## config.mk

```make
export PLATFORM = sky130hd
export DESIGN_NAME = tick_process_scheduler_core_flat
export DESIGN_NICKNAME = d
export VERILOG_FILES = /design/src/rtl/tps_pkg.sv /design/src/rtl/tps_if.sv /design/src/rtl/tps_evq.sv /design/src/rtl/tick_process_scheduler_core.sv /design/src/flat_wrapper.sv
export SDC_FILE = /design/constraint.sdc
export NUM_CORES = 2
export LEC_CHECK = 0
export BUFFER_PORTS_ARGS = -buffer_cell sky130_fd_sc_hd__buf_2
export CORE_ASPECT_RATIO = 1.4
export CORE_MARGIN = 1.5
export CORE_UTILIZATION = 45
export DETAILED_ROUTE_END_ITERATION = 6
export PLACE_DENSITY = 0.7
export SETUP_SLACK_MARGIN = 0.1
export SLEW_MARGIN = 25
export SYNTH_ARGS = -nofsm -noshare
export SYNTH_HDL_FRONTEND = slang
export SYNTH_HIERARCHICAL = 1
export SYNTH_SLANG_ARGS = --single-unit
```

## constraint.sdc

```tcl
create_clock -name i_clk -period 14.59 [get_ports i_clk]
set_clock_uncertainty 0.1 [all_clocks]
set_input_delay 3.6475 -clock i_clk [delete_from_list [all_inputs] [get_ports i_clk]]
set_output_delay 3.6475 -clock i_clk [all_outputs]
set_load 0.01 [all_outputs]
```

## src/rtl/tps_pkg.sv

```systemverilog
// Shared types and constants of the tick process scheduler.
// Item layouts, operation and event codes, register map, control structs.
// No dependencies.
`default_nettype none

package tps_pkg;

    localparam int W_OP   = 2;
    localparam int W_TASK = 4;
    localparam int W_VAL  = 16;
    localparam int W_EV   = 3;
    localparam int W_POL  = 2;
    localparam int W_PCNT = 5;
    localparam int W_ADDR = 4;
    localparam int W_DATA = 32;

    // Operation codes of an input item
    localparam logic [W_OP-1:0] OP_LOAD  = 2'd0;
    localparam logic [W_OP-1:0] OP_TICK  = 2'd1;
    localparam logic [W_OP-1:0] OP_END   = 2'd2;
    localparam logic [W_OP-1:0] OP_STATS = 2'd3;

    // Event codes of a result item
    localparam logic [W_EV-1:0] EV_LOADED   = 3'd0;
    localparam logic [W_EV-1:0] EV_ARRIVED  = 3'd1;
    localparam logic [W_EV-1:0] EV_SELECTED = 3'd2;
    localparam logic [W_EV-1:0] EV_FINISHED = 3'd3;
    localparam logic [W_EV-1:0] EV_IDLE     = 3'd4;
    localparam logic [W_EV-1:0] EV_RUN_END  = 3'd5;
    localparam logic [W_EV-1:0] EV_STATS    = 3'd6;

    // Scheduling policies
    localparam logic [W_POL-1:0] POL_FCFS = 2'd0;
    localparam logic [W_POL-1:0] POL_SRB  = 2'd1;
    localparam logic [W_POL-1:0] POL_RR   = 2'd2;

    // Register indexes (byte address / 4)
    localparam logic [1:0] REG_POLICY  = 2'd0;
    localparam logic [1:0] REG_QUANTUM = 2'd1;
    localparam logic [1:0] REG_PCOUNT  = 2'd2;

    typedef struct packed {
        logic [W_OP-1:0]   operation;
        logic [W_TASK-1:0] task_index;
        logic [W_VAL-1:0]  arrival;
        logic [W_VAL-1:0]  burst;
    } t_in_item;

    typedef struct packed {
        logic [W_EV-1:0]   event_res;
        logic [W_TASK-1:0] event_task;
        logic [W_VAL-1:0]  event_time;
        logic [W_VAL-1:0]  remaining_burst;
        logic [W_VAL-1:0]  wait_ticks;
        logic [W_VAL-1:0]  turnaround;
        logic              completed;
        logic              last;
    } t_out_item;

    typedef struct packed {
        logic emit;
        logic flush;
    } t_evq_ctl;

    typedef struct packed {
        logic can_emit;
        logic flush_ok;
    } t_evq_sts;

endpackage

`default_nettype wire

```

## src/rtl/tps_if.sv

```systemverilog
// Valid/ready channel interfaces for input and result items.
// Depends on tps_pkg for the payload structs.
`default_nettype none

interface tps_in_if;
    logic               valid;
    logic               ready;
    tps_pkg::t_in_item  item;

    modport source (output valid, output item, input ready);
    modport sink   (input valid, input item, output ready);
endinterface

interface tps_out_if;
    logic               valid;
    logic               ready;
    tps_pkg::t_out_item item;

    modport source (output valid, output item, input ready);
    modport sink   (input valid, input item, output ready);
endinterface

`default_nettype wire

```

## src/rtl/tps_evq.sv

```systemverilog
// Result staging: one held event plus the output register.
// Marks the final event of an item as last on flush. Depends on tps_pkg, tps_if.
`default_nettype none

module tps_evq import tps_pkg::*; (
    input  wire logic        i_clk,
    input  wire logic        i_rst_n,
    input  wire t_evq_ctl    i_ctl,
    input  wire t_out_item   i_event,
    output t_evq_sts         o_sts,
    tps_out_if.source        o_out
);

    logic      r_p_vld, n_p_vld;
    t_out_item r_p, n_p;
    logic      r_o_vld, n_o_vld;
    t_out_item r_o, n_o;
    logic      o_free;

    assign o_free         = !r_o_vld || o_out.ready;
    assign o_sts.can_emit = !r_p_vld || o_free;
    assign o_sts.flush_ok = !r_p_vld || o_free;

    // Push the held event out when a new one comes or the item ends
    always_comb begin
        n_o_vld = r_o_vld && !o_out.ready;
        n_o     = r_o;
        n_p_vld = r_p_vld;
        n_p     = r_p;
        if (i_ctl.emit && o_sts.can_emit) begin
            if (r_p_vld) begin
                n_o      = r_p;
                n_o.last = 1'b0;
                n_o_vld  = 1'b1;
            end
            n_p     = i_event;
            n_p_vld = 1'b1;
        end else if (i_ctl.flush && r_p_vld && o_free) begin
            n_o      = r_p;
            n_o.last = 1'b1;
            n_o_vld  = 1'b1;
            n_p_vld  = 1'b0;
        end
    end

    always_ff @(posedge i_clk) begin
        if (!i_rst_n) begin
            r_p_vld <= 1'b0;
            r_o_vld <= 1'b0;
        end else begin
            r_p_vld <= n_p_vld;
            r_o_vld <= n_o_vld;
        end
    end

    always_ff @(posedge i_clk) begin
        r_p <= n_p;
        r_o <= n_o;
    end

    assign o_out.valid = r_o_vld;
    assign o_out.item  = r_o;

endmodule

`default_nettype wire

```

## src/rtl/tick_process_scheduler_core.sv

```systemverilog
// Tick-driven task scheduler: top level with task memory and sequencer.
// Depends on tps_pkg, tps_if, tps_evq.
//
// Use: input items arrive on i_in (load, tick, end of run, stats read),
// result items leave on o_out, each item's final result carries last.
// Registers policy, quantum and process_count sit on the APB port at
// byte addresses 0, 4 and 8; write them only while the block is idle.
// A tick scans the task memory, one entry per cycle through its single
// read port while no arrival result stalls, followed by one
// read-modify-write of the running task. One item is worked on at a
// time; i_in.ready is high only between items.
// Results pass through a held stage and an output register, so the next
// item is taken while a result waits. A stalled receiver halts the
// sequencer at its next event until the output register frees.
// Reset clears the time counter, ready marks, ring pointers and the
// written marks of the task memory; no clearing pass is needed.
`default_nettype none

module tick_process_scheduler_core import tps_pkg::*; #(
    parameter int MAX_TASKS = 16,
    parameter int TIME_BITS = 16
) (
    input  wire logic              i_clk,
    input  wire logic              i_rst_n,
    tps_in_if.sink                 i_in,
    tps_out_if.source              o_out,
    input  wire logic              psel,
    input  wire logic              penable,
    input  wire logic              pwrite,
    input  wire logic [W_ADDR-1:0] paddr,
    input  wire logic [W_DATA-1:0] pwdata,
    output logic      [W_DATA-1:0] prdata,
    output logic                   pready
);

    localparam int IW   = (MAX_TASKS > 1) ? $clog2(MAX_TASKS) : 1;
    localparam int TW   = $clog2(MAX_TASKS + 1);
    localparam int RW   = $clog2(2 * MAX_TASKS);
    localparam int CW_T = (TIME_BITS > W_VAL) ? TIME_BITS : W_VAL;
    localparam logic [TW-1:0] NO_TASK = TW'(MAX_TASKS);

    typedef struct packed {
        logic [W_VAL-1:0]     arrival;
        logic [W_VAL-1:0]     remaining;
        logic [W_VAL-1:0]     wait_cnt;
        logic [TIME_BITS-1:0] end_tick;
    } t_entry;

    typedef enum logic [11:0] {
        S_IDLE     = 12'b0000_0000_0001,
        S_LOAD     = 12'b0000_0000_0010,
        S_STATS_RD = 12'b0000_0000_0100,
        S_STATS    = 12'b0000_0000_1000,
        S_FN_RD    = 12'b0000_0001_0000,
        S_FN       = 12'b0000_0010_0000,
        S_END      = 12'b0000_0100_0000,
        S_SCAN0    = 12'b0000_1000_0000,
        S_SCAN     = 12'b0001_0000_0000,
        S_PICK     = 12'b0010_0000_0000,
        S_RUN      = 12'b0100_0000_0000,
        S_FIN      = 12'b1000_0000_0000
    } t_state;

    // Control and configuration state
    t_state               r_state, n_state;
    logic [W_POL-1:0]     r_policy;
    logic [W_VAL-1:0]     r_quantum;
    logic [W_PCNT-1:0]    r_pcount;
    logic [TIME_BITS-1:0] r_tick, n_tick;
    logic                 r_stuck, n_stuck;
    logic [TW-1:0]        r_run, n_run;
    logic [W_VAL-1:0]     r_slice, n_slice;
    logic                 r_done, n_done;
    logic [MAX_TASKS-1:0] r_ready, n_ready;
    logic [MAX_TASKS-1:0] r_loaded, n_loaded;
    logic [MAX_TASKS-1:0] r_inc, n_inc;
    logic [RW-1:0]        r_head, n_head;
    logic [RW-1:0]        r_tail, n_tail;
    logic [IW-1:0]        r_si, n_si;
    logic [TW-1:0]        r_sel, n_sel;
    logic [W_VAL-1:0]     r_best, n_best;
    logic                 r_sel_ev, n_sel_ev;

    // Item payload
    logic [W_OP-1:0]      r_op;
    logic [W_TASK-1:0]    r_idx;
    logic [W_VAL-1:0]     r_arr;
    logic [W_VAL-1:0]     r_burst;

    // Task memory and ready ring
    t_entry               r_mem [MAX_TASKS];
    t_entry               r_rd;
    logic [IW-1:0]        r_rd_addr;
    logic [IW-1:0]        r_ring [MAX_TASKS];
    logic                 mem_we, mem_re;
    logic [IW-1:0]        mem_wa, mem_ra;
    t_entry               mem_wd;
    logic                 enq_en;
    logic [IW-1:0]        enq_val;

    // Derived values
    logic [TW-1:0]        n_eff;
    logic [W_VAL-1:0]     rd_wait;
    logic [TIME_BITS-1:0] rd_end;
    logic [CW_T-1:0]      e_w, a_w;
    logic                 arr_hit, rdy, idx_ok, run_ok, fin, accept, cfg_wr;
    logic [W_VAL-1:0]     key, q1;
    logic [IW-1:0]        run_i;
    logic [RW:0]          ring_cnt;
    logic                 ring_full, ring_empty;
    logic [RW-1:0]        tail_mod, head_mod, tail_inc, head_inc;
    logic [TW-1:0]        deq_task, post_run, pick_run;
    logic                 post_done, reload;
    logic [W_VAL-1:0]     pick_slice;

    t_evq_ctl             evq_ctl;
    t_evq_sts             evq_sts;
    t_out_item            ev;

    assign n_eff   = (int'(r_pcount) > MAX_TASKS) ? TW'(MAX_TASKS) : TW'(r_pcount);
    assign rd_wait = r_loaded[r_rd_addr] ? r_rd.wait_cnt : '0;
    assign rd_end  = r_loaded[r_rd_addr] ? r_rd.end_tick : '0;
    assign e_w     = CW_T'(rd_end);
    assign a_w     = CW_T'(r_rd.arrival);
    assign arr_hit = (CW_T'(r_rd.arrival) == CW_T'(r_tick)) && !r_stuck;
    assign rdy     = r_ready[r_si] || arr_hit;
    assign key     = (r_policy == POL_SRB) ? r_rd.remaining : r_rd.arrival;
    assign q1      = (r_quantum == '0) ? W_VAL'(1) : r_quantum;
    assign idx_ok  = int'(r_idx) < MAX_TASKS;
    assign run_ok  = r_run != NO_TASK;
    assign run_i   = r_run[IW-1:0];
    assign fin     = run_ok && (r_rd.remaining == '0);
    assign accept  = i_in.valid && i_in.ready;

    // Ready ring pointers run over twice the depth to tell full from empty
    assign ring_cnt   = {1'b0, r_tail} - {1'b0, r_head}
                      + ((r_tail < r_head) ? (RW+1)'(2 * MAX_TASKS) : '0);
    assign ring_full  = ring_cnt >= (RW+1)'(MAX_TASKS);
    assign ring_empty = r_head == r_tail;
    assign tail_mod   = (r_tail >= RW'(MAX_TASKS)) ? r_tail - RW'(MAX_TASKS) : r_tail;
    assign head_mod   = (r_head >= RW'(MAX_TASKS)) ? r_head - RW'(MAX_TASKS) : r_head;
    assign tail_inc   = (r_tail == RW'(2 * MAX_TASKS - 1)) ? '0 : r_tail + RW'(1);
    assign head_inc   = (r_head == RW'(2 * MAX_TASKS - 1)) ? '0 : r_head + RW'(1);
    assign deq_task   = (int'(r_ring[head_mod[IW-1:0]]) < MAX_TASKS)
                      ? TW'(r_ring[head_mod[IW-1:0]]) : NO_TASK;

    // Sequencer
    always_comb begin
        n_state    = r_state;
        n_tick     = r_tick;
        n_stuck    = r_stuck;
        n_run      = r_run;
        n_slice    = r_slice;
        n_done     = r_done;
        n_ready    = r_ready;
        n_loaded   = r_loaded;
        n_inc      = r_inc;
        n_head     = r_head;
        n_tail     = r_tail;
        n_si       = r_si;
        n_sel      = r_sel;
        n_best     = r_best;
        n_sel_ev   = r_sel_ev;
        mem_we     = 1'b0;
        mem_wa     = '0;
        mem_wd     = r_rd;
        mem_re     = 1'b0;
        mem_ra     = '0;
        enq_en     = 1'b0;
        enq_val    = '0;
        evq_ctl    = '0;
        ev         = '0;
        ev.event_time = W_VAL'(r_tick);
        post_run   = r_run;
        post_done  = r_done;
        reload     = 1'b0;
        pick_run   = r_run;
        pick_slice = r_slice;

        case (r_state)
            S_IDLE: begin
                if (i_in.valid) begin
                    case (i_in.item.operation)
                        OP_LOAD:  n_state = S_LOAD;
                        OP_STATS: n_state = S_STATS_RD;
                        default:  n_state = S_FN_RD;
                    endcase
                end
            end

            // Write the entry and report it
            S_LOAD: begin
                evq_ctl.emit  = 1'b1;
                ev.event_res  = EV_LOADED;
                ev.event_task = r_idx;
                if (evq_sts.can_emit) begin
                    if (idx_ok) begin
                        mem_we           = 1'b1;
                        mem_wa           = IW'(r_idx);
                        mem_wd.arrival   = r_arr;
                        mem_wd.remaining = r_burst;
                        mem_wd.wait_cnt  = '0;
                        mem_wd.end_tick  = '0;
                        n_loaded[IW'(r_idx)] = 1'b1;
                        n_ready[IW'(r_idx)]  = 1'b0;
                    end
                    n_state = S_FIN;
                end
            end

            S_STATS_RD: begin
                mem_re  = 1'b1;
                mem_ra  = IW'(r_idx);
                n_state = S_STATS;
            end

            S_STATS: begin
                evq_ctl.emit  = 1'b1;
                ev.event_res  = EV_STATS;
                ev.event_task = r_idx;
                if (idx_ok) begin
                    ev.wait_ticks = rd_wait;
                    ev.turnaround = (e_w >= a_w) ? W_VAL'(e_w - a_w) : '0;
                    ev.completed  = rd_end != '0;
                end
                if (evq_sts.can_emit) begin
                    n_state = S_FIN;
                end
            end

            S_FN_RD: begin
                mem_re  = run_ok;
                mem_ra  = run_i;
                n_state = S_FN;
            end

            // Finish check of the running task
            S_FN: begin
                evq_ctl.emit  = fin;
                ev.event_res  = EV_FINISHED;
                ev.event_task = W_TASK'(r_run);
                if (!fin || evq_sts.can_emit) begin
                    if (fin) begin
                        n_ready[run_i]  = 1'b0;
                        mem_we          = 1'b1;
                        mem_wa          = run_i;
                        mem_wd.wait_cnt = rd_wait;
                        mem_wd.end_tick = r_tick;
                        n_run           = NO_TASK;
                        n_done          = 1'b1;
                        post_run        = NO_TASK;
                        post_done       = 1'b1;
                    end
                    if (r_op == OP_END) begin
                        n_state = S_END;
                    end else begin
                        if (r_policy == POL_RR && r_slice == '0 && !post_done
                            && post_run != NO_TASK) begin
                            enq_en  = 1'b1;
                            enq_val = post_run[IW-1:0];
                        end
                        n_state = S_SCAN0;
                    end
                end
            end

            S_END: begin
                evq_ctl.emit = 1'b1;
                ev.event_res = EV_RUN_END;
                if (evq_sts.can_emit) begin
                    n_state = S_FIN;
                end
            end

            S_SCAN0: begin
                n_sel  = NO_TASK;
                n_best = '0;
                n_inc  = '0;
                n_si   = '0;
                if (n_eff == '0) begin
                    n_state = S_PICK;
                end else begin
                    mem_re  = 1'b1;
                    mem_ra  = '0;
                    n_state = S_SCAN;
                end
            end

            // Unstalled, an entry a cycle: arrivals, best pick, wait count
            S_SCAN: begin
                evq_ctl.emit  = arr_hit;
                ev.event_res  = EV_ARRIVED;
                ev.event_task = W_TASK'(r_si);
                if (!arr_hit || evq_sts.can_emit) begin
                    if (arr_hit) begin
                        n_ready[r_si] = 1'b1;
                        if (r_policy == POL_RR) begin
                            enq_en  = 1'b1;
                            enq_val = r_si;
                        end
                    end
                    if (r_policy != POL_RR && rdy
                        && (r_sel == NO_TASK || key < r_best)) begin
                        n_sel  = TW'(r_si);
                        n_best = key;
                    end
                    if (rdy && rd_wait != '1) begin
                        mem_we          = 1'b1;
                        mem_wa          = r_si;
                        mem_wd.wait_cnt = rd_wait + W_VAL'(1);
                        mem_wd.end_tick = rd_end;
                        n_inc[r_si]     = 1'b1;
                    end
                    if ((TW'(r_si) + TW'(1)) == n_eff) begin
                        n_state = S_PICK;
                    end else begin
                        n_si    = r_si + IW'(1);
                        mem_re  = 1'b1;
                        mem_ra  = r_si + IW'(1);
                    end
                end
            end

            // Settle the task that runs this tick
            S_PICK: begin
                if (r_policy == POL_RR) begin
                    reload = (r_slice == '0) || r_done;
                    if (reload) begin
                        if (!ring_empty) begin
                            pick_run = deq_task;
                            n_head   = head_inc;
                        end else begin
                            pick_run = NO_TASK;
                        end
                        pick_slice = q1;
                    end
                    n_sel_ev = reload && (pick_run != NO_TASK);
                    if (reload && pick_run != NO_TASK) begin
                        n_done = 1'b0;
                    end
                    if (pick_run != NO_TASK) begin
                        pick_slice = pick_slice - W_VAL'(1);
                    end
                    n_slice = pick_slice;
                end else begin
                    pick_run = r_sel;
                    n_sel_ev = (r_sel != r_run) && (r_sel != NO_TASK);
                end
                n_run   = pick_run;
                mem_re  = pick_run != NO_TASK;
                mem_ra  = pick_run[IW-1:0];
                n_state = S_RUN;
            end

            // Report, burn one tick of burst, undo the running task's wait
            S_RUN: begin
                evq_ctl.emit = !run_ok || r_sel_ev;
                if (!run_ok) begin
                    ev.event_res = EV_IDLE;
                end else begin
                    ev.event_res       = EV_SELECTED;
                    ev.event_task      = W_TASK'(r_run);
                    ev.remaining_burst = r_rd.remaining;
                end
                if (!evq_ctl.emit || evq_sts.can_emit) begin
                    if (run_ok) begin
                        mem_we           = 1'b1;
                        mem_wa           = run_i;
                        mem_wd.remaining = (r_rd.remaining != '0)
                                         ? r_rd.remaining - W_VAL'(1) : '0;
                        mem_wd.wait_cnt  = rd_wait - W_VAL'(r_inc[run_i]);
                        mem_wd.end_tick  = rd_end;
                    end
                    if (r_tick == '1) begin
                        n_stuck = 1'b1;
                    end else begin
                        n_tick = r_tick + TIME_BITS'(1);
                    end
                    n_state = S_FIN;
                end
            end

            S_FIN: begin
                evq_ctl.flush = 1'b1;
                if (evq_sts.flush_ok) begin
                    n_state = S_IDLE;
                end
            end

            default: n_state = S_IDLE;
        endcase

        if (enq_en && !ring_full) begin
            n_tail = tail_inc;
        end
    end

    // Control registers
    always_ff @(posedge i_clk) begin
        if (!i_rst_n) begin
            r_state  <= S_IDLE;
            r_tick   <= '0;
            r_stuck  <= 1'b0;
            r_run    <= NO_TASK;
            r_slice  <= '0;
            r_done   <= 1'b1;
            r_ready  <= '0;
            r_loaded <= '0;
            r_inc    <= '0;
            r_head   <= '0;
            r_tail   <= '0;
            r_si     <= '0;
            r_sel    <= NO_TASK;
            r_best   <= '0;
            r_sel_ev <= 1'b0;
        end else begin
            r_state  <= n_state;
            r_tick   <= n_tick;
            r_stuck  <= n_stuck;
            r_run    <= n_run;
            r_slice  <= n_slice;
            r_done   <= n_done;
            r_ready  <= n_ready;
            r_loaded <= n_loaded;
            r_inc    <= n_inc;
            r_head   <= n_head;
            r_tail   <= n_tail;
            r_si     <= n_si;
            r_sel    <= n_sel;
            r_best   <= n_best;
            r_sel_ev <= n_sel_ev;
        end
    end

    // Capture the item payload
    always_ff @(posedge i_clk) begin
        if (accept) begin
            r_op    <= i_in.item.operation;
            r_idx   <= i_in.item.task_index;
            r_arr   <= i_in.item.arrival;
            r_burst <= i_in.item.burst;
        end
    end

    // Task memory: one write and one registered read a cycle
    always_ff @(posedge i_clk) begin
        if (mem_we) begin
            r_mem[mem_wa] <= mem_wd;
        end
        if (mem_re) begin
            r_rd      <= r_mem[mem_ra];
            r_rd_addr <= mem_ra;
        end
    end

    // Ready ring storage; drop an enqueue into a full ring
    always_ff @(posedge i_clk) begin
        if (enq_en && !ring_full) begin
            r_ring[tail_mod[IW-1:0]] <= enq_val;
        end
    end

    // Configuration registers
    assign cfg_wr = psel && penable && pwrite;

    always_ff @(posedge i_clk) begin
        if (!i_rst_n) begin
            r_policy  <= POL_FCFS;
            r_quantum <= W_VAL'(1);
            r_pcount  <= '0;
        end else if (cfg_wr) begin
            case (paddr[3:2])
                REG_POLICY:  r_policy  <= pwdata[W_POL-1:0];
                REG_QUANTUM: r_quantum <= pwdata[W_VAL-1:0];
                REG_PCOUNT:  r_pcount  <= pwdata[W_PCNT-1:0];
                default:     ;
            endcase
        end
    end

    always_comb begin
        case (paddr[3:2])
            REG_POLICY:  prdata = W_DATA'(r_policy);
            REG_QUANTUM: prdata = W_DATA'(r_quantum);
            REG_PCOUNT:  prdata = W_DATA'(r_pcount);
            default:     prdata = '0;
        endcase
    end

    assign pready     = 1'b1;
    assign i_in.ready = r_state == S_IDLE;

    tps_evq u_evq (
        .i_clk   (i_clk),
        .i_rst_n (i_rst_n),
        .i_ctl   (evq_ctl),
        .i_event (ev),
        .o_sts   (evq_sts),
        .o_out   (o_out)
    );

endmodule

`default_nettype wire

```

## src/flat_wrapper.sv

```systemverilog
// flat-port wrapper written by rule: the top's interface ports become plain ports
module tick_process_scheduler_core_flat import tps_pkg::*;
#(
    parameter int MAX_TASKS = 16,
    parameter int TIME_BITS = 16
)
  (i_clk, i_rst_n, psel, penable, pwrite, paddr, pwdata, prdata, pready, i_in_valid, i_in_item, i_in_ready, o_out_valid, o_out_item, o_out_ready);
  tps_in_if i_in_i ();
  tps_out_if o_out_i ();
  input  wire logic i_clk;
  input  wire logic i_rst_n;
  input  wire logic psel;
  input  wire logic penable;
  input  wire logic pwrite;
  input  wire logic [W_ADDR-1:0] paddr;
  input  wire logic [W_DATA-1:0] pwdata;
  output logic      [W_DATA-1:0] prdata;
  output logic pready;
  input wire logic [$bits(i_in_i.valid)-1:0] i_in_valid;
  input wire logic [$bits(i_in_i.item)-1:0] i_in_item;
  output wire logic [$bits(i_in_i.ready)-1:0] i_in_ready;
  output wire logic [$bits(o_out_i.valid)-1:0] o_out_valid;
  output wire logic [$bits(o_out_i.item)-1:0] o_out_item;
  input wire logic [$bits(o_out_i.ready)-1:0] o_out_ready;
  assign i_in_i.valid = i_in_valid;
  assign i_in_i.item = i_in_item;
  assign i_in_ready = i_in_i.ready;
  assign o_out_valid = o_out_i.valid;
  assign o_out_item = o_out_i.item;
  assign o_out_i.ready = o_out_ready;
  tick_process_scheduler_core #(.MAX_TASKS(MAX_TASKS), .TIME_BITS(TIME_BITS)) u_core (.i_clk(i_clk), .i_rst_n(i_rst_n), .i_in(i_in_i), .o_out(o_out_i), .psel(psel), .penable(penable), .pwrite(pwrite), .paddr(paddr), .pwdata(pwdata), .prdata(prdata), .pready(pready));
endmodule
```

==> run_results.csv <==
group,metric,value,unit
critical_path,r2r-end,"u_core/r_mem[0][53]",
global_route,grt_max_degree,149,
sta,fin_crit,8.52,ns
cts,clockRootBuffer,"clkbuf_16",
drt,ant_nets,0,
pwr,p_leak,23.0,nW
cells_and_area,register_area,43500,µm²
critical_path,critPathMaxFanout,17,
cells_and_area,fin_util,50.7,%
drt,drtIter0Drc,5488,
drt,post_drt_wl_per_cell,27.3,µm
cells_and_area,area_growth,11.5,%
run,maxCapViolations,0,
min_path,min_from,"u_core/u_evq/r_p[13]",
sta,tightestPinTransition,1.07,ns
synthesis,synth_flop_cell,"edfxtp_1",
synthesis,netlist_area,63400,µm²
critical_path,reg2reg_depth,17,
critical_path,r2r_setup_slack,6.81,ns
sta,finalSetupViolCount,0,
global_route,grt_pass1_wl,264,mm
die,die_h,447,µm
critical_path,crit_chain,"buf_2, nor2b_2, nand2_1, o21ai_0, buf_2",
die,die_x,320,µm
outcome,status,"finished clean",
cells_and_area,fillerInstances,11500,
pwr,p_int,6.91,mW
place,numPortBuffers,153,
min_path,hold_path_class,"reg -> reg",
drt,drcViolationCount,0,
place,gp_congestion,0.940,
critical_path,r2r_start,"u_core/r_rd_addr[0]",
cts,cts_tree,"built",
place,placed_cells,6364,
cells_and_area,final_cell_count_no_fill,6613,
global_route,grt_pass1_vias,40700,
pwr,ir_drop,0.000121,V
min_path,whs_path_depth,0,
sta,rsz0062_at_grt,"false",
critical_path,crit_required,10.84,ns
pwr,seqPwrFrac,54.5,%
sta,slew_headroom,28.4,%
cts,cts_resized,0,
critical_path,path_common_cell,"buf_2",
die,die-area,143000,µm²
synthesis,synth_warnings,6,
die,rows,162,
min_path,hold_end,"u_core/u_evq/o_out.item[13]",
cts,clk_latency,0.77,ns
cts,numClockSinks,1503,
cells_and_area,drive_gt1_share,12.1,%
synthesis,syn_inst,4647,
global_route,grt_overflow,0,
drt,drt_wl_total,180,mm
critical_path,critPathSlowestCell,"nor2b_2",
die,pin_count,189,
drt,vias,42200,
pwr,switching_share,20.3,%
cts,clk_pin_slew,0.06,ns
critical_path,cp.arrival,4.78,ns
synthesis,synth-seq-cells,1503,
cts,cts_buffers,134,
critical_path,worst_path_largest_cell_delay,0.58,ns
synthesis,syn_area_per_cell,13.7,µm²
cts,post_cts_buffers,0,
pwr,power_density,122,nW/µm²
sta,fin_setup_tns,0,ns
drt,firstDrtPassIters,6,
sta,hold_viol,0,
pwr,combPwrFrac,2.6,%
cells_and_area,nets,4837,
synthesis,synth_edf_count,1339,
synthesis,ys_seq_area_share,68.6,%
sta,post-route-period-util,58.4,%
cells_and_area,layout_common_cells,"edfxtp_1 (1339), nand2_1 (394), a21oi_1 (275), a211oi_1 (225), nor2_1 (189)",
cts,cts_max_path_buffers,3,
critical_path,crit_type,"in -> out",
cells_and_area,multi_input_area,18400,µm²
cells_and_area,final_common_cell,"edfxtp_1",
synthesis,synth.distinct_cells,98,
synthesis,synthArstFlopShare,0,%
critical_path,end_kind,"output pin",
die,core_area,140000,µm²
pwr,pwr-share-clk,42.9,%
sta,drv_slew,0,
pwr,p_sw,1.76,mW
place,place.detailed.hpwl,104,mm
cts,cts_hold_buf,0,
critical_path,worstSetupStartpointType,"input pin",
cts,htreeDepth,4,
drt,vias_per_cell,6.39,
global_route,antenna_found_initial,10,
die,initial_core_util,45.4,%
global_route,grtUsageTotal,24.7,%
sta,fmax,117,MHz
-- sequential cells by signal, summed over array words and instances (netlist names), 5 cells and up, named ones only --
name and cells:
u_core/r_loaded 16, u_core/r_tail 5, u_core/r_ready 16, u_core/r_best 16
u_core/r_tick 16, u_core/r_slice 16, u_core/r_rd 48, u_core/r_arr 16
u_core/a_w 16, u_core/u_evq/r_p 72, u_core/r_ring 64, u_core/r_state 12
u_core/r_pcount 5, u_core/r_mem 1024, u_core/r_inc 16, u_core/r_run 5
u_core/r_sel 5, u_core/u_evq/o_out.item 73, u_core/r_quantum 16, u_core/r_head 5
u_core/r_burst 16
-- metal layers --
metal / wire length [µm] / part of all wire (%) / track usage (%) / up-vias
met4: 8050 / 4.5 / 11.2 / 6
met5: 41 / 0.023 / 0 / -
met3: 17800 / 9.9 / 4.43 / 492
met2: 86200 / 48 / 40.7 / 2500
li1: - / - / - / 18300
met1: 68400 / 38 / 31.8 / 21000
-- Yosys cell counts (61+ instances only) --
| cell | number | area [µm²] |
|---|---|---|
| nor2_1 | 203 | 762 |
| a221oi_1 | 85 | 744 |
| buf_2 | 83 | 415 |
| edfxtp_1 | 1339 | 40200 |
| clkbuf_1 | 224 | 841 |
| nand2_1 | 396 | 1490 |
| inv_1 | 84 | 315 |
| a22o_1 | 88 | 771 |
| dfxtp_1 | 164 | 3280 |
| o21ai_0 | 132 | 661 |
| nand3_1 | 78 | 390 |
| and3_1 | 167 | 1040 |
| mux2i_1 | 131 | 1310 |
| a211oi_1 | 225 | 1690 |
| a21oi_1 | 275 | 1380 |
| and2_1 | 61 | 382 |
-- how the worst max path moves through the flow --
stage                 from             endpoint  cells after the start
6_report          paddr[2]            prdata[1]                      5
5_1_grt           paddr[2]            prdata[1]                      5
4_1_cts           paddr[2]            prdata[1]                      5
3_5_place_dp      paddr[2]            prdata[1]                      5
3_3_place_gp      paddr[2]            prdata[4]                      4
2_1_floorplan  o_out_ready  u_core/r_mem[12][0]                      9
-- worst max-delay path: cells and delay by family --
family	cells	cell delay, ns
compound gates	1	0.12
buf+inv	2	0.31
simple gates	2	0.70
-- cells by family after synthesis --
logic type,share of synthesized area (%)
buffers and inverters,2.99
other,0.0118
muxes,3.27
and+or+nand+nor,9.52
DFF,68.6
xor gates and xnor gates,0.884
adders and majority gates,1.10
AOI/OAI and AO/OA,13.7
-- layout make-up --
type,instances,area share [%]
flip-flops and latches,1503,61.5
multi-input cells,2714,26.0
clock buffers,173,5.21
well taps,1804,3.19
repair buffers,263,2.36
clock inverters,67,1.29
inverters,85,0.470
diodes,4,0.0141
-- metrics by stage --
step           hold slack, ns  setup WS, ns  cell area (µm²)  total power, mW
5_1_grt                 0.314          5.99            70700             8.87
2_1_floorplan           0.300          2.47            63500             4.94
6_report                0.315          6.07            70800             8.66
3_3_place_gp            0.304          5.79            66000             5.03
4_1_cts                 0.315          5.72            70600             8.70
3_5_place_dp            0.305          5.72            66000             5.03
-- power by group through the flow --
stage	Sequential (mW)	Clock, mW	Combinational [mW]
detailed placement	4.82	0	0.215
CTS	4.72	3.76	0.216
global route	4.72	3.92	0.237
finish	4.72	3.72	0.221
floorplan	4.80	0	0.140
global placement	4.82	0	0.210
Note: power is estimated with default switching activity, not from simulation.
